### src/rtl/slnorm_pkg.sv
package slnorm_pkg;

	// Lexer modes.
	localparam logic [2:0] MODE_PLAIN    = 3'd0;
	localparam logic [2:0] MODE_SINGLE   = 3'd1;
	localparam logic [2:0] MODE_DOUBLE   = 3'd2;
	localparam logic [2:0] MODE_VERBATIM = 3'd3;
	localparam logic [2:0] MODE_BACKTICK = 3'd4;
	localparam logic [2:0] MODE_ESCAPE   = 3'd5;

	// Escape return selector.
	localparam logic RET_SINGLE = 1'b0;
	localparam logic RET_DOUBLE = 1'b1;

	// Characters of interest.
	localparam logic [7:0] CH_SQUOTE = 8'h27;
	localparam logic [7:0] CH_DQUOTE = 8'h22;
	localparam logic [7:0] CH_BTICK  = 8'h60;
	localparam logic [7:0] CH_BSLASH = 8'h5C;
	localparam logic [7:0] CH_N      = 8'h6E;
	localparam logic [7:0] CH_R      = 8'h72;
	localparam logic [7:0] CH_F      = 8'h66;
	localparam logic [7:0] CH_V      = 8'h76;
	localparam logic [7:0] CH_T      = 8'h74;

	// Control bytes produced by escapes.
	localparam logic [7:0] CTL_LF = 8'h0A;
	localparam logic [7:0] CTL_CR = 8'h0D;
	localparam logic [7:0] CTL_FF = 8'h0C;
	localparam logic [7:0] CTL_VT = 8'h0B;
	localparam logic [7:0] CTL_HT = 8'h09;

	// Number of result beats caused by one item.
	localparam logic [1:0] CNT_NONE = 2'd0;
	localparam logic [1:0] CNT_ONE  = 2'd1;
	localparam logic [1:0] CNT_TWO  = 2'd2;

	// Outcome of translating one item against the current mode.
	typedef struct packed {
		logic [1:0] cnt;
		logic [7:0] c0;
		logic       bad;
		logic [7:0] c1;
		logic [2:0] mode;
		logic       ret_we;
		logic       ret;
	} xlate_t;

endpackage

### src/rtl/string_literal_normalizer.sv
// String literal normalizer.
// Source text enters one byte per beat on the item channel (char_in, with
// end_of_text marking the end of input). Rewritten text leaves on the result
// channel (char_out, bad_escape, last); every string literal comes out in
// double quotes. An input beat causes zero, one or two result beats, and
// last is set on the final result beat of each input beat.
// Path: an accepted byte is held in the input register until the result
// register can take it, then translated against the current mode and
// written to the result register, which offers its result beats.
// Throughput: one input byte per cycle while each byte gives at most one
// result and the receiver takes every beat. A byte that gives two result
// beats keeps the next byte waiting until both beats are taken.
// Reset brings the block to plain text with both registers empty.
// When the receiver stalls, the result register holds its beat and the
// input register fills; item_ready then drops until the result register
// can take the held byte again. Nothing is dropped or repeated.
module string_literal_normalizer
	import slnorm_pkg::*;
(
	input  logic       clk,
	input  logic       arst_n,
	input  logic       item_valid,
	output logic       item_ready,
	input  logic [7:0] char_in,
	input  logic       end_of_text,
	output logic       result_valid,
	input  logic       result_ready,
	output logic [7:0] char_out,
	output logic       bad_escape,
	output logic       last
);

	// Input register.
	logic       valid_s1;
	logic [7:0] char_s1;
	logic       eot_s1;

	// Mode state; the return selector is always written before it is read.
	logic [2:0] mode_q;
	logic       ret_q;

	// Result register: up to two beats, head shown on the ports.
	logic [1:0] cnt_q;
	logic [7:0] head_q;
	logic       head_bad_q;
	logic [7:0] tail_q;

	xlate_t xo;
	logic   pop;
	logic   load_ok;
	logic   advance;

	slnorm_xlate u_xlate (
		.mode        (mode_q),
		.ret         (ret_q),
		.char_in     (char_s1),
		.end_of_text (eot_s1),
		.xo          (xo)
	);

	assign result_valid = (cnt_q != CNT_NONE);
	assign char_out     = head_q;
	assign bad_escape   = head_bad_q;
	assign last         = (cnt_q == CNT_ONE);

	assign pop        = result_valid && result_ready;
	// The result register can take a new item when it will be empty.
	assign load_ok    = (cnt_q == CNT_NONE) || (cnt_q == CNT_ONE && pop);
	assign advance    = valid_s1 && load_ok;
	assign item_ready = !valid_s1 || advance;

	always_ff @(posedge clk or negedge arst_n) begin
		if (!arst_n) begin
			valid_s1 <= 1'b0;
		end else if (item_ready) begin
			valid_s1 <= item_valid;
		end
	end

	always_ff @(posedge clk) begin
		if (item_ready && item_valid) begin
			char_s1 <= char_in;
			eot_s1  <= end_of_text;
		end
	end

	always_ff @(posedge clk or negedge arst_n) begin
		if (!arst_n) begin
			mode_q <= MODE_PLAIN;
		end else if (advance) begin
			mode_q <= xo.mode;
		end
	end

	always_ff @(posedge clk) begin
		if (advance && xo.ret_we) begin
			ret_q <= xo.ret;
		end
	end

	always_ff @(posedge clk or negedge arst_n) begin
		if (!arst_n) begin
			cnt_q <= CNT_NONE;
		end else if (advance) begin
			cnt_q <= xo.cnt;
		end else if (pop) begin
			cnt_q <= cnt_q - 2'd1;
		end
	end

	always_ff @(posedge clk) begin
		if (advance) begin
			head_q     <= xo.c0;
			head_bad_q <= xo.bad;
			tail_q     <= xo.c1;
		end else if (pop && cnt_q == CNT_TWO) begin
			// Second beat of a pair moves to the head.
			head_q     <= tail_q;
			head_bad_q <= 1'b0;
		end
	end

	a_cnt_range: assert property (@(posedge clk) disable iff (!arst_n)
		cnt_q != 2'd3)
		else $error("result count out of range");

	a_mode_range: assert property (@(posedge clk) disable iff (!arst_n)
		mode_q != 3'd6 && mode_q != 3'd7)
		else $error("unused mode code reached");

	a_held_item: assert property (@(posedge clk) disable iff (!arst_n)
		(valid_s1 && cnt_q == CNT_TWO) |=> valid_s1)
		else $error("input beat lost while result pair pending");

	a_bad_last: assert property (@(posedge clk) disable iff (!arst_n)
		(result_valid && bad_escape) |-> last)
		else $error("error result not final");

endmodule

### src/rtl/slnorm_xlate.sv
module slnorm_xlate
	import slnorm_pkg::*;
(
	input  logic [2:0] mode,
	input  logic       ret,
	input  logic [7:0] char_in,
	input  logic       end_of_text,
	output xlate_t     xo
);

	always_comb begin
		xo        = '0;
		xo.mode   = mode;
		xo.ret    = ret;
		xo.ret_we = 1'b0;
		if (end_of_text) begin
			// Only a pending backtick in a verbatim string needs closing.
			if (mode == MODE_BACKTICK) begin
				xo.cnt  = CNT_ONE;
				xo.c0   = CH_DQUOTE;
				xo.mode = MODE_PLAIN;
			end
		end else begin
			unique case (mode)
				MODE_SINGLE: begin
					if (char_in == CH_SQUOTE) begin
						xo.cnt  = CNT_ONE;
						xo.c0   = CH_DQUOTE;
						xo.mode = MODE_PLAIN;
					end else if (char_in == CH_DQUOTE || char_in == CH_BTICK) begin
						xo.cnt = CNT_TWO;
						xo.c0  = CH_DQUOTE;
						xo.c1  = CH_DQUOTE;
					end else if (char_in == CH_BSLASH) begin
						xo.ret_we = 1'b1;
						xo.ret    = RET_SINGLE;
						xo.mode   = MODE_ESCAPE;
					end else begin
						xo.cnt = CNT_ONE;
						xo.c0  = char_in;
					end
				end
				MODE_DOUBLE: begin
					if (char_in == CH_DQUOTE) begin
						xo.cnt  = CNT_ONE;
						xo.c0   = CH_DQUOTE;
						xo.mode = MODE_PLAIN;
					end else if (char_in == CH_BSLASH) begin
						xo.ret_we = 1'b1;
						xo.ret    = RET_DOUBLE;
						xo.mode   = MODE_ESCAPE;
					end else begin
						xo.cnt = CNT_ONE;
						xo.c0  = char_in;
					end
				end
				MODE_VERBATIM: begin
					if (char_in == CH_BTICK) begin
						xo.mode = MODE_BACKTICK;
					end else if (char_in == CH_DQUOTE) begin
						xo.cnt = CNT_TWO;
						xo.c0  = CH_DQUOTE;
						xo.c1  = CH_DQUOTE;
					end else begin
						xo.cnt = CNT_ONE;
						xo.c0  = char_in;
					end
				end
				MODE_BACKTICK: begin
					if (char_in == CH_BTICK) begin
						xo.cnt  = CNT_ONE;
						xo.c0   = CH_BTICK;
						xo.mode = MODE_VERBATIM;
					end else begin
						xo.cnt  = CNT_TWO;
						xo.c0   = CH_DQUOTE;
						xo.c1   = char_in;
						xo.mode = MODE_PLAIN;
					end
				end
				MODE_ESCAPE: begin
					xo.cnt  = CNT_ONE;
					xo.mode = (ret == RET_DOUBLE) ? MODE_DOUBLE : MODE_SINGLE;
					case (char_in)
						CH_N:      xo.c0 = CTL_LF;
						CH_R:      xo.c0 = CTL_CR;
						CH_F:      xo.c0 = CTL_FF;
						CH_V:      xo.c0 = CTL_VT;
						CH_T:      xo.c0 = CTL_HT;
						CH_DQUOTE: begin
							xo.cnt = CNT_TWO;
							xo.c0  = CH_DQUOTE;
							xo.c1  = CH_DQUOTE;
						end
						default: begin
							// Unknown escape: report it and stay in escape mode.
							xo.bad  = 1'b1;
							xo.mode = mode;
						end
					endcase
				end
				default: begin
					// Plain text; unused codes behave the same way.
					xo.cnt = CNT_ONE;
					if (char_in == CH_SQUOTE) begin
						xo.c0   = CH_DQUOTE;
						xo.mode = MODE_SINGLE;
					end else if (char_in == CH_DQUOTE) begin
						xo.c0   = CH_DQUOTE;
						xo.mode = MODE_DOUBLE;
					end else if (char_in == CH_BTICK) begin
						xo.c0   = CH_DQUOTE;
						xo.mode = MODE_VERBATIM;
					end else begin
						xo.c0   = char_in;
						xo.mode = MODE_PLAIN;
					end
				end
			endcase
		end
	end

endmodule

### config.mk
export PLATFORM = sky130hd
export DESIGN_NAME = string_literal_normalizer
export DESIGN_NICKNAME = d
export VERILOG_FILES = /design/src/rtl/slnorm_pkg.sv /design/src/rtl/string_literal_normalizer.sv /design/src/rtl/slnorm_xlate.sv
export SDC_FILE = /design/constraint.sdc
export NUM_CORES = 1
export LEC_CHECK = 0
export BUFFER_PORTS_ARGS = -buffer_cell sky130_fd_sc_hd__buf_2
export CELL_PAD_IN_SITES_DETAIL_PLACEMENT = 1
export CELL_PAD_IN_SITES_GLOBAL_PLACEMENT = 2
export CORE_MARGIN = 10
export CORE_UTILIZATION = 37
export CTS_CLUSTER_SIZE = 30
export DETAILED_ROUTE_END_ITERATION = 10
export GPL_TIMING_DRIVEN = 0
export PLACE_DENSITY = 0.77
export SYNTH_ARGS = -nofsm -noshare
export SYNTH_HDL_FRONTEND = slang
export SYNTH_HIERARCHICAL = 1
export SYNTH_SLANG_ARGS = --single-unit
### constraint.sdc
create_clock -name clk -period 2.6 [get_ports clk]
set_clock_uncertainty 0.05 [all_clocks]
set_input_delay 0 -clock clk [delete_from_list [all_inputs] [get_ports clk]]
set_output_delay 0 -clock clk [all_outputs]
set_load 0.05 [all_outputs]
; ---- After elaboration in Yosys (flattened, before gate mapping)
; Index checks and enable logic that the tools add are counted.
[word_totals]
romBits = 0
wordCells = 104
regBits = 33
output_inout_bits = 12
ramBits = 0
inputBits = 13
mem_count = 0
latch_bits = 0
[op_classes]
n_shift = 0
n_mul = 0
addsub = 1
eq_ne = 27
muxes = 48
bitwise = 1
div_mod_pow = 0
reduce_logical = 18
magnitude_cmp = 0
[op_table]
columns = operator, n
row1 = $mux W8, 8
row2 = $mux W10, 6
row3 = $eq A8 B7 Y1 const B, 7
row4 = $pmux W10 S5, 1
row5 = $mux W9, 4
row6 = $pmux W6 S6, 1
row7 = $pmux W8 S4, 1
row8 = $mux W3, 8
row9 = $eq A8 B6 Y1 const B, 2
row10 = $mux W2, 8
row11 = $mux W5, 3
row12 = $pmux W3 S5, 1
row13 = $mux W6, 2
row14 = $ne A4 B2 Y1 const B, 2
row15 = $reduce_and A8 Y1, 1
row16 = $reduce_bool A2 Y1, 4
row17 = $reduce_and A7 Y1, 1
row18 = $eq A3 B2 Y1 const B, 2
row19 = $eq A3 B3 Y1 const B, 2
row20 = $logic_and A1 B1 Y1, 6
row21 = $ne A2 B1 Y1 const B, 3
row22 = $ne A2 B2 Y1 const B, 3
row23 = $reduce_or A6 Y1, 1
row24 = $mux W1, 4
row25 = 12 further kinds, 14

; ---- Depth between registers and ports, before layout
; Gate-level depths: netlist of run 1.
[logic_depth]
word_depth = 8
ltp_mapped = 9
depth_no_buf = 7

; ---- Hierarchy
; The synthesis of run 1 kept the hierarchy.
[modules_own_cells]
columns = mod, n_inst, area_per_inst_um2, cells_per_inst, seq_area_each_um2
row1 = string_literal_normalizer, 1, 1285.0, 68, 960.9
row2 = slnorm_xlate, 1, 979.7, 161, 0.0

; ---- Worst setup path before layout of run 1
; OpenSTA, ideal clock, no wires.
[synth_timing]
path_kind = register to register
startpoint = register cnt_q[1]
endpoint = register char_s1[0], enable pin
path_slack_ns = 0.293
stages_incl_launch_ff = 6
n_path_buf = 0
arrival_ns = 1.919
synth_period_minus_slack_ns = 2.307
setup_ns = 0.338
cell_sequence = dfrtp_1 -> inv_1 -> ha_1 -> a21oi_1 -> nand2_1 -> and2_1
[synth_between]
word_cells_on_any_way = 9
cone_classes = 1 x eq/ne / 8 x reduce/logical
[synth_rtl]
columns = item, line_no
row1 = from (decl), string_literal_normalizer.sv:43  ; logic [1:0] cnt_q;
row2 = from (signal assigned), string_literal_normalizer.sv:105  ; cnt_q <= xo.cnt;
row3 = from (signal assigned), string_literal_normalizer.sv:107  ; cnt_q <= cnt_q - 2'd1;
row4 = $eq A2 B1 Y1, -
row5 = via last, string_literal_normalizer.sv:30  ; output logic last
row6 = $logic_and A1 B1 Y1, string_literal_normalizer.sv:68  ; assign load_ok = (cnt_q == CNT_NONE) || (cnt_q == CNT_ONE && pop);
row7 = $logic_or A1 B1 Y1, string_literal_normalizer.sv:68
row8 = $logic_and A1 B1 Y1, string_literal_normalizer.sv:69  ; assign advance = valid_s1 && load_ok;
row9 = $logic_or A1 B1 Y1, string_literal_normalizer.sv:70  ; assign item_ready = !valid_s1 || advance;
row10 = via item_ready, string_literal_normalizer.sv:23  ; output logic item_ready,
row11 = $logic_and A1 B1 Y1, string_literal_normalizer.sv:81  ; if (item_ready && item_valid) begin
row12 = to (signal assigned), string_literal_normalizer.sv:82  ; char_s1 <= char_in;
row13 = to (decl), string_literal_normalizer.sv:35  ; logic [7:0] char_s1;
; The timed path passes the listed nets, and every way through them passes these cells.
; A chain may end at the register's enable or synchronous reset.

==> metrics.yaml, run 1 <==
status:
  status: "finished clean"
power:
  peakVddDrop_uv: 620
  power.density_nw_per_um2: 1130
  leakage_nw: 1.02
worst_setup_path:
  r2r_start: "char_s1[2]$_DFFE_PP_"
  crit_fanout: 10
  crit_arrival_ns: 2.50
  crit_required_ns: 2.60
  crit_path_start: "char_s1[2]$_DFFE_PP_"
  crit_type: "reg -> reg"
  cp_top_family: "simple AND/OR/NAND/NOR gates"
  cp-start-kind: "flop"
  path_cells: "clkbuf_4 > nand4b_1 > or4_1 > a21o_1 > a221oi_1 > nor3_1 > mux2_2"
  slowest_delay_ns: 0.59
  cp-end-kind: "flop"
  critPathSlowestCell: "or4_1"
  path_buf_inv: 1
route:
  wl_per_cell_um: 20.1
  antenna_left: 0
  drc_errors: 0
  vias: 1984
  drtIter0Drc: 119
  wl_um: 7010
  firstDrtPassIters: 4
  via_per_inst: 5.70
sta:
  rsz0062_at_grt: "false"
  slew_headroom: 0.588
  hold_viol: 0
  drv_slew: 0
  layout_min_cycle_time_ns: 2.50
  fin_crit_sh: 0.962
  setup_viol: 0
  tightestPinTransition_ns: 0.617
  finalSetupTns_ns: 0
  fmax_mhz: 400
cells_and_area:
  finalNonFillerCells: 348
  multi_input_area_um2: 1220
  synthToLayoutAreaGrowth_pct: 21.8
  final-seq-area_um2: 961
  mostFrequentLayoutCells: "edfxtp_1, buf_2, a21oi_1"
  drive_above_1_share: 0.245
  num-fill-cells: 672
  num_antenna_cells: 0
  nNetsFinal: 288
floorplanning:
  fp.dieW_um: 98.2
  initial_core_util: 0.383
  coreArea_um2: 5920
  dieArea_um2: 9650
  boundaryPins: 25
  die_y_um: 98.2
  rows: 28
cts:
  clk_latency_ns: 0.29
  clock-sinks: 33
  numCtsBuffers: 5
  htreeDepth: 2
  cts_max_path_buffers: 2
  cts_tree: "yes"
  root_buffer: "clkbuf_8"
  clk_pin_slew_ns: 0.08
yosys:
  synth_fp_nets: 245
  synthCells: 229
  synth_edf_count: 27
  syn_area_per_cell_um2: 9.89
  ys_seq_elements: 33
  synth_top_flop_cell: "edfxtp_1"
  ys_seq_area_frac: 0.424
  async_reset_ff_frac: 0.182
  synthesis.area_um2: 2260
  synth.distinct_cells: 64
  yosysWarningCount: 6
place:
  dp_hpwl_um: 5210
  place.port_buffers: 24
  dp.cells: 328
  gp_congestion: 0.858
grt:
  grt_pass1_wl_um: 11300
  antenna_found_initial: 0
  overflow: 0
  first_global_vias: 2067
  grt_max_degree: 13
  grt_use_total: 0.143
job:
  drv_cap: 0
min_path:
  min_path_type: "in -> async"
## report_power, final
part	switching (mW)	total (mW)	internal, mW
combinational	1.14	1.68	0.539
sequential	0.108	0.944	0.836
clock	0.206	0.493	0.287
total	1.46	3.12	1.66
## worst paths after layout
check | endpoint | slack (ns) | cells past startpoint
max | char_out[2]$_DFFE_PP_ | 0.1 | 7
min | cnt_q[1]$_DFFE_PN0P_ | 0.02 | 2
max reg2reg | char_out[2]$_DFFE_PP_ | 0.1 | 7
min reg2reg | mode_q[1]$_DFFE_PN0P_ | 0.46 | 1
max in group asynchronous | mode_q[0]$_DFFE_PN0P_ | 2.33 | 2
min in group clk | valid_s1$_DFFE_PN0P_ | 0.10 | 4
## cell usage after synthesis (all sizes together) (2+ instances only)
master | instances | area [um2]
edfxtp | 27 | 811
a21oi | 19 | 95.1
o21ai | 14 | 70.1
clkbuf | 12 | 45.0
nor2 | 12 | 45.0
mux2 | 11 | 135
inv | 10 | 42.5
and2 | 8 | 50.1
nand2 | 7 | 33.8
nand3 | 7 | 35.0
buf | 6 | 36.3
dfrtp | 6 | 150
nand2b | 6 | 37.5
nor2b | 5 | 31.3
nor3 | 5 | 25.0
a21o | 4 | 37.5
a221oi | 4 | 35.0
a31oi | 4 | 25.0
and3 | 4 | 27.5
nand4 | 4 | 25.0
nor3b | 4 | 30.0
nor4 | 4 | 31.3
a211oi | 3 | 27.5
ha | 3 | 37.5
nand3b | 3 | 22.5
nor4b | 3 | 26.3
o31ai | 3 | 22.5
a22oi | 2 | 15.0
a32oi | 2 | 17.5
a41oi | 2 | 17.5
mux2i | 2 | 23.8
## cell type report
| type | instances | share of cell area |
|---|---|---|
| Buffer | 17 | 0.0308 |
| Multi-Input combinational cell | 168 | 0.441 |
| Sequential cell | 33 | 0.348 |
| Clock buffer | 5 | 0.0249 |
| Tap cell | 75 | 0.0340 |
| Timing Repair Buffer | 37 | 0.0889 |
| Inverter | 10 | 0.0154 |
| Clock inverter | 3 | 0.0168 |
## routing by layer
metal  wire length [um]  track usage  part of all wire
met5                  0            0                 0
met4                 23       0.0165            0.0033
met3                323       0.0388             0.046
met2               3450        0.246              0.49
met1               3210        0.179              0.46
## cell families (layout without fill, tap and decap cells)
kind of cell,after synthesis,count (layout),share of synthesized area
buffers and inverters,28,72,0.0547
flip-flops,33,33,0.424
multiplexers,13,13,0.0702
AO/OA/AOI/OAI,72,72,0.218
adder cells (fa/ha/maj),3,3,0.0166
AND/OR/NAND/NOR,78,78,0.209
XOR/XNOR,2,2,0.00774
## flip-flops by register name (all words and copies together) (netlist names)
| name | flops |
|---|---|
| bad_escape | 1 |
| mode_q | 3 |
| tail_q | 8 |
| char_out | 8 |
| cnt_q | 2 |
| ret_q | 1 |
| eot_s1 | 1 |
| valid_s1 | 1 |
| char_s1 | 8 |
## per-stage QoR
step | setup WS [ns] | hold slack, ns | power (mW) | utilization | instance area [um2]
floorplan | 0.293 | -0.346 | 2.19 | - | 2260
global placement | -0.126 | -0.214 | 2.58 | 0.419 | 2480
detailed placement | -0.159 | -0.208 | 2.60 | 0.419 | 2480
CTS | 0.0813 | 0.0261 | 3.12 | 0.459 | 2720
global route | 0.0116 | 0.0155 | 3.34 | 0.466 | 2760
finish | 0.0992 | 0.0154 | 3.12 | 0.466 | 2760
## repair_timing
action                                 CTS  global route
setup endpoints to repair                2             4
hold buffers                            11             0
buffers inserted                         0             2
gates resized for setup                  3             8
endpoints found under the hold margin   16             0
Note: power is estimated with default switching activity, not from simulation.
==> run 2: changes to the inputs <==
--- a/config.mk
+++ b/config.mk
@@ -5,6 +5,7 @@
 export SDC_FILE = /design/constraint.sdc
 export NUM_CORES = 1
 export LEC_CHECK = 0
+export ABC_CLOCK_PERIOD_IN_PS = 2600
 export BUFFER_PORTS_ARGS = -buffer_cell sky130_fd_sc_hd__buf_2
 export CELL_PAD_IN_SITES_DETAIL_PLACEMENT = 1
 export CELL_PAD_IN_SITES_GLOBAL_PLACEMENT = 2
@@ -12,7 +13,6 @@
 export CORE_UTILIZATION = 37
 export CTS_CLUSTER_SIZE = 30
 export DETAILED_ROUTE_END_ITERATION = 10
-export GPL_TIMING_DRIVEN = 0
 export PLACE_DENSITY = 0.77
 export SYNTH_ARGS = -nofsm -noshare
 export SYNTH_HDL_FRONTEND = slang
==> run 2 against run 1 <==
Net effect: die area unchanged; count of clock-buffer cells in the layout unchanged; largest power group unchanged; critical path depth unchanged; maximum frequency increased by 4.2%; non-clock buffer count increased by 5.
==> metrics.yaml, run 2 (synthesis results as in run 1) <==
worst_setup_path:
  crit_arrival_ns: 2.52  # +0.02 ns
  cp_top_family: "simple AND/OR/NAND/NOR gates"
  slowest_delay_ns: 0.49  # -0.10 ns
  crit_path_start: "char_s1[1]$_DFFE_PP_"
  critPathSlowestCell: "nor4b_1"
  r2r_cells: 7  # unchanged
  cp-end-kind: "flop"
  path_cells: "buf_4 > nor2b_1 > o211a_1 > nor4b_1 > a21oi_1 > nor3b_1 > mux2_2"
  cp-start-kind: "flop"
  critPathCapture: "char_out[4]$_DFFE_PP_"
  r2r_start: "char_s1[1]$_DFFE_PP_"
  cp_num_cells: 7  # unchanged
  crit_required_ns: 2.72  # +0.12 ns
  crit_type: "reg -> reg"
  path_buf_inv: 1  # unchanged
  crit_fanout: 13  # +3
  ff2ff_setup_slack_ns: 0.20  # +0.10 ns
  worstReg2RegEnd: "char_out[4]$_DFFE_PP_"
grt:
  first_global_vias: 2171  # +5.0%
  use_met3: 0.0345  # -0.00423
  top_usage_layer: "met2"
  grt_use_total: 0.147  # +0.00415
  use_met2: 0.240  # -0.00609
  grt_max_degree: 24  # +11
  use_met1: 0.184  # +0.00532
  grt_pass1_wl_um: 11700  # +2.8%
  antenna_found_initial: 0  # unchanged
  overflow: 0  # unchanged
route:
  wl_um: 7160  # +2.2%
  via_per_inst: 5.86  # +2.8%
  wl_per_cell_um: 20.3  # +0.72%
  drtIter0Drc: 117  # -1.7%
  drc_errors: 0  # unchanged
  antenna_left: 0  # unchanged
  firstDrtPassIters: 4  # unchanged
  vias: 2069  # +4.3%
status:
  status: "finished clean"
cells_and_area:
  synthToLayoutAreaGrowth_pct: 23.8
  final_common_cell: "edfxtp_1"
  num_antenna_cells: 0  # unchanged
  nNetsFinal: 293  # +1.7%
  mostFrequentLayoutCells: "edfxtp_1, buf_2, buf_4"
  finalNonFillerCells: 353  # +1.4%
  drive_above_1_share: 0.277  # +0.0316
power:
  power_mw: 3.16  # +1.4%
  peakVddDrop_uv: 620  # about the same
  leakage_nw: 1.08  # +5.7%
  power.density_nw_per_um2: 1130  # -0.20%
sta:
  holdWs_ns: 0.0145  # -0.000897 ns
  rsz0062_at_grt: "false"
  final.setup.worst_slack_ns: 0.199  # +0.0997 ns
  tightestPinTransition_ns: 0.481  # -0.136 ns
  fin_crit_sh: 0.924  # -0.0383
  finalSetupTns_ns: 0  # unchanged
  slew_headroom: 0.675  # +0.0873
  hold_viol: 0  # unchanged
  layout_min_cycle_time_ns: 2.40  # -0.0997 ns
  fmax_mhz: 416  # +4.2%
  drv_slew: 0  # unchanged
  setup_viol: 0  # unchanged
cts:
  hold_buffers: 11  # unchanged
  numCtsBuffers: 5  # unchanged
  htreeDepth: 2  # unchanged
  clk_latency_ns: 0.29  # about the same
  cts_tree: "yes"
  clk_pin_slew_ns: 0.08  # about the same
  cts_max_path_buffers: 2  # unchanged
  cts_resized: 0  # -3
  cts_setup_buffers: 0  # unchanged
  root_buffer: "clkbuf_8"
  clock-sinks: 33  # unchanged
place:
  dp_slack_ns: 0.191  # +0.349 ns
  dp.cells: 334  # +1.8%
  dp_hpwl_um: 5340  # +2.7%
  gp_congestion: 0.944  # +10%
  place.port_buffers: 24  # unchanged
floorplanning:
  fp.dieW_um: 98.2  # unchanged
  coreArea_um2: 5920  # unchanged
  initial_core_util: 0.383  # unchanged
  boundaryPins: 25  # unchanged
  dieArea_um2: 9650  # unchanged
  rows: 28  # unchanged
  die_y_um: 98.2  # unchanged
min_path:
  min_path_type: "in -> async"
job:
  drv_cap: 0  # unchanged
==> run 2: cell count changes in the layout (fill, tap and decap cells not counted), moves of 2 or more <==
cell,before,now
buf_4,2,24
clkbuf_1,9,0
buf_2,27,24
clkbuf_2,2,0
clkbuf_4,2,0
==> run 2: worst min-delay path by stage <==
stage	start	end	slack, ns	depth (start not counted)
finish	arst_n	cnt_q[1]$_DFFE_PN0P_	0.01	2
global route	arst_n	cnt_q[1]$_DFFE_PN0P_	0.03	2
CTS	arst_n	cnt_q[1]$_DFFE_PN0P_	0.02	2
detailed placement	arst_n	cnt_q[1]$_DFFE_PN0P_	-0.20	1
global placement	arst_n	cnt_q[1]$_DFFE_PN0P_	-0.21	1
floorplan	arst_n	cnt_q[0]$_DFFE_PN0P_	-0.35	0
==> run 2: per-layer routing <==
layer / share of wire / up-vias
met5: 0 / -
met4: 0.027 / 0
met3: 0.046 / 14
met2: 0.49 / 52
met1: 0.44 / 1024
li1: - / 979
==> run 2: metrics by stage <==
step           cell area [um2]  utilization
4_1_cts                   2800        0.473
5_1_grt                   2800        0.473
6_report                  2800        0.473
3_5_place_dp              2580        0.435
3_3_place_gp              2580        0.435
2_1_floorplan             2260            -
==> run 2: area by class of cell <==
| type | count | area, um2 |
|---|---|---|
| Sequential cell | 33 | 961 |
| Timing Repair Buffer | 59 | 410 |
| Tap cell | 75 | 93.8 |
| Clock inverter | 3 | 46.3 |
| Multi-Input combinational cell | 168 | 1180 |
| Inverter | 10 | 42.5 |
| Fill cell | 639 | 3120 |
| Clock buffer | 5 | 68.8 |
==> run 2: power breakdown <==
| group | internal, mW | total, mW | leakage, nW | switching [mW] |
|---|---|---|---|---|
| Clock | 0.287 | 0.492 | 0.0543 | 0.205 |
| Combinational | 0.582 | 1.69 | 0.697 | 1.10 |
| Sequential | 0.837 | 0.984 | 0.328 | 0.148 |
| Total | 1.71 | 3.16 | 1.08 | 1.46 |
==> run 3: changes to the inputs <==
--- a/config.mk
+++ b/config.mk
@@ -5,7 +5,7 @@
 export SDC_FILE = /design/constraint.sdc
 export NUM_CORES = 1
 export LEC_CHECK = 0
-export ABC_CLOCK_PERIOD_IN_PS = 2600
+export ABC_CLOCK_PERIOD_IN_PS = 2500
 export BUFFER_PORTS_ARGS = -buffer_cell sky130_fd_sc_hd__buf_2
 export CELL_PAD_IN_SITES_DETAIL_PLACEMENT = 1
 export CELL_PAD_IN_SITES_GLOBAL_PLACEMENT = 2
==> constraint.sdc (replaced) <==
create_clock -name clk -period 2.5 [get_ports clk]
set_clock_uncertainty 0.05 [all_clocks]
set_input_delay 0 -clock clk [delete_from_list [all_inputs] [get_ports clk]]
set_output_delay 0 -clock clk [all_outputs]
set_load 0.05 [all_outputs]
==> run 3 against run 2 <==
Net effect: combinational power rose by 5%; wire length fell by 0.94%; sequential share of layout area fell by 0.092 points; die area did not move; core utilization rose by 0.13 points; final area rose by 0.27%; count of clock-buffer cells in the layout did not move; flip-flop and latch count did not move; worst setup slack got worse by 0.10 ns; non-clock buffer count rose by 4; global-route usage barely moved; largest cell class unchanged; largest power group unchanged.
==> metrics.yaml, run 3 (synthesis results as in run 1) <==
route:
  via_per_inst: 5.77  # -1.6%
  drc_errors: 0  # unchanged
  wl_um: 7090  # -0.94%
  antenna_left: 0  # unchanged
  firstDrtPassIters: 6  # +2
  vias: 2060  # -0.43%
  drtIter0Drc: 124  # +6.0%
  wl_per_cell_um: 19.9  # -2.0%
worst_setup_path:
  path_cells: "buf_4 > or3b_1 > or3_1 > a22o_1 > a211oi_2 > a21oi_1 > mux2_4"
  slowest_delay_ns: 0.49  # about the same
  critPathSlowestCell: "or3_1"
  ff2ff_setup_slack_ns: 0.1  # -0.10 ns
  crit_path_start: "char_s1[5]$_DFFE_PP_"
  cp_top_family: "simple AND/OR/NAND/NOR gates"
  cp-end-kind: "flop"
  critPathCapture: "mode_q[0]$_DFFE_PN0P_"
  r2r_start: "char_s1[5]$_DFFE_PP_"
  cp_num_cells: 7  # unchanged
  crit_fanout: 7  # -6
  path_buf_inv: 1  # unchanged
  crit_required_ns: 2.63  # -0.09 ns
  worstReg2RegEnd: "mode_q[0]$_DFFE_PN0P_"
  crit_arrival_ns: 2.53  # about the same
  cp-start-kind: "flop"
  r2r_cells: 7  # unchanged
  crit_type: "reg -> reg"
sta:
  layout_min_cycle_time_ns: 2.40  # -0.000387 ns
  slew_headroom: 0.602  # -0.0731
  hold_viol: 0  # unchanged
  holdWs_ns: 0.0167  # +0.00219 ns
  tightestPinTransition_ns: 0.589  # +0.108 ns
  fin_crit_sh: 0.960  # +0.0368
  fmax_mhz: 417  # about the same
  setup_viol: 0  # unchanged
  drv_slew: 0  # unchanged
floorplanning:
  rows: 28  # unchanged
  boundaryPins: 25  # unchanged
  fp.dieW_um: 98.2  # unchanged
  die_y_um: 98.2  # unchanged
  coreArea_um2: 5920  # unchanged
  initial_core_util: 0.383  # unchanged
  dieArea_um2: 9650  # unchanged
cts:
  clk_latency_ns: 0.29  # about the same
  cts_tree: "yes"
  root_buffer: "clkbuf_8"
  clk_pin_slew_ns: 0.07  # about the same
  htreeDepth: 2  # unchanged
  numCtsBuffers: 5  # unchanged
  cts_max_path_buffers: 2  # unchanged
  clock-sinks: 33  # unchanged
cells_and_area:
  synthToLayoutAreaGrowth_pct: 24.1
  final_core_util: 0.475  # +0.00127
  finalNonFillerCells: 357  # +1.1%
  nNetsFinal: 297  # +1.4%
  final_common_cell: "buf_4"
  mostFrequentLayoutCells: "buf_4, edfxtp_1, buf_2"
  drive_above_1_share: 0.291  # +0.0138
  num_antenna_cells: 0  # unchanged
grt:
  grt_use_total: 0.147  # about the same
  antenna_found_initial: 0  # unchanged
  grt_pass1_wl_um: 11700  # +0.41%
  overflow: 0  # unchanged
  grt_max_degree: 24  # unchanged
  first_global_vias: 2148  # -1.1%
power:
  clockPowerShare: 0.127  # -0.029
  power.switching_mw: 1.51  # +3.5%
  leakage_nw: 1.09  # +1.3%
  pwr-share-seq: 0.315  # +0.004
  power_frac_comb: 0.558  # +0.025
  swShare: 0.472  # +0.0115
  power.density_nw_per_um2: 1140  # +0.73%
  peakVddDrop_uv: 747  # +20%
  power.internal_mw: 1.69  # -1.1%
place:
  dp_hpwl_um: 5310  # -0.58%
  dp.cells: 335  # +0.30%
  place.port_buffers: 24  # unchanged
  gp_congestion: 0.892  # -5.5%
min_path:
  min_path_type: "in -> async"
job:
  drv_cap: 0  # unchanged
status:
  status: "finished clean"
==> run 3: cell count changes in the layout (fill, tap and decap cells not counted), sizes merged <==
cell | before | now
buf | 48 | 52
bufinv | 1 | 0
clkinv | 1 | 3
clkinvlp | 1 | 0
==> run 3: stage by stage <==
step	power (mW)	TNS, ns	setup slack (ns)	area (um2)
after floorplan	2.27	0	0.193	2260
after global placement	2.75	0	0.115	2580
after detailed placement	2.78	0	0.0841	2580
after CTS	3.20	0	0.0721	2780
after global routing	3.41	-0.0198	-0.0169	2810
final	3.19	0	0.0992	2810
==> run 3: area by class of cell <==
type,instances,area [um2]
flip-flops and latches,33,961
repair buffers,63,440
inverters,10,42.5
well taps,75,93.8
clock buffers,5,68.8
multi-input cells,168,1190
clock inverters,3,17.5
fillers,685,3110
==> run 3: per-layer routing <==
layer | routed length (um) | up-vias | track usage | share of wire
li1 | - | 989 | - | -
met1 | 3170 | 1004 | 0.192 | 0.45
met2 | 3400 | 55 | 0.238 | 0.48
met3 | 389 | 12 | 0.0268 | 0.055
met4 | 132 | 0 | 0.0496 | 0.019
met5 | 0 | - | 0 | 0
==> run 3: what timing repair did <==
item,4_1_cts,5_1_grt
gates resized for setup,0,2
hold endpoints to repair,16,0
hold buffers,11,0
setup buffers,0,3
setup endpoints to repair,0,3
==> run 3: power by group through the flow <==
stage / clock network, mW / registers, mW / logic [mW]
after detailed placement: 0 / 1.02 / 1.75
after CTS: 0.415 / 1.01 / 1.77
after floorplan: 0 / 1.24 / 1.03
after global placement: 0 / 1.02 / 1.73
after global routing: 0.441 / 1.04 / 1.93
final: 0.405 / 1.01 / 1.78
==> run 3: worst min-delay path by stage <==
| stage | startpoint | end | slack [ns] | depth (start not counted) |
|---|---|---|---|---|
| floorplan | arst_n | cnt_q[0]$_DFFE_PN0P_ | -0.35 | 0 |
| global placement | arst_n | cnt_q[0]$_DFFE_PN0P_ | -0.21 | 1 |
| detailed placement | arst_n | cnt_q[0]$_DFFE_PN0P_ | -0.21 | 1 |
| CTS | arst_n | cnt_q[0]$_DFFE_PN0P_ | 0.02 | 2 |
| global route | arst_n | cnt_q[1]$_DFFE_PN0P_ | 0.03 | 2 |
| finish | arst_n | valid_s1$_DFFE_PN0P_ | 0.02 | 2 |
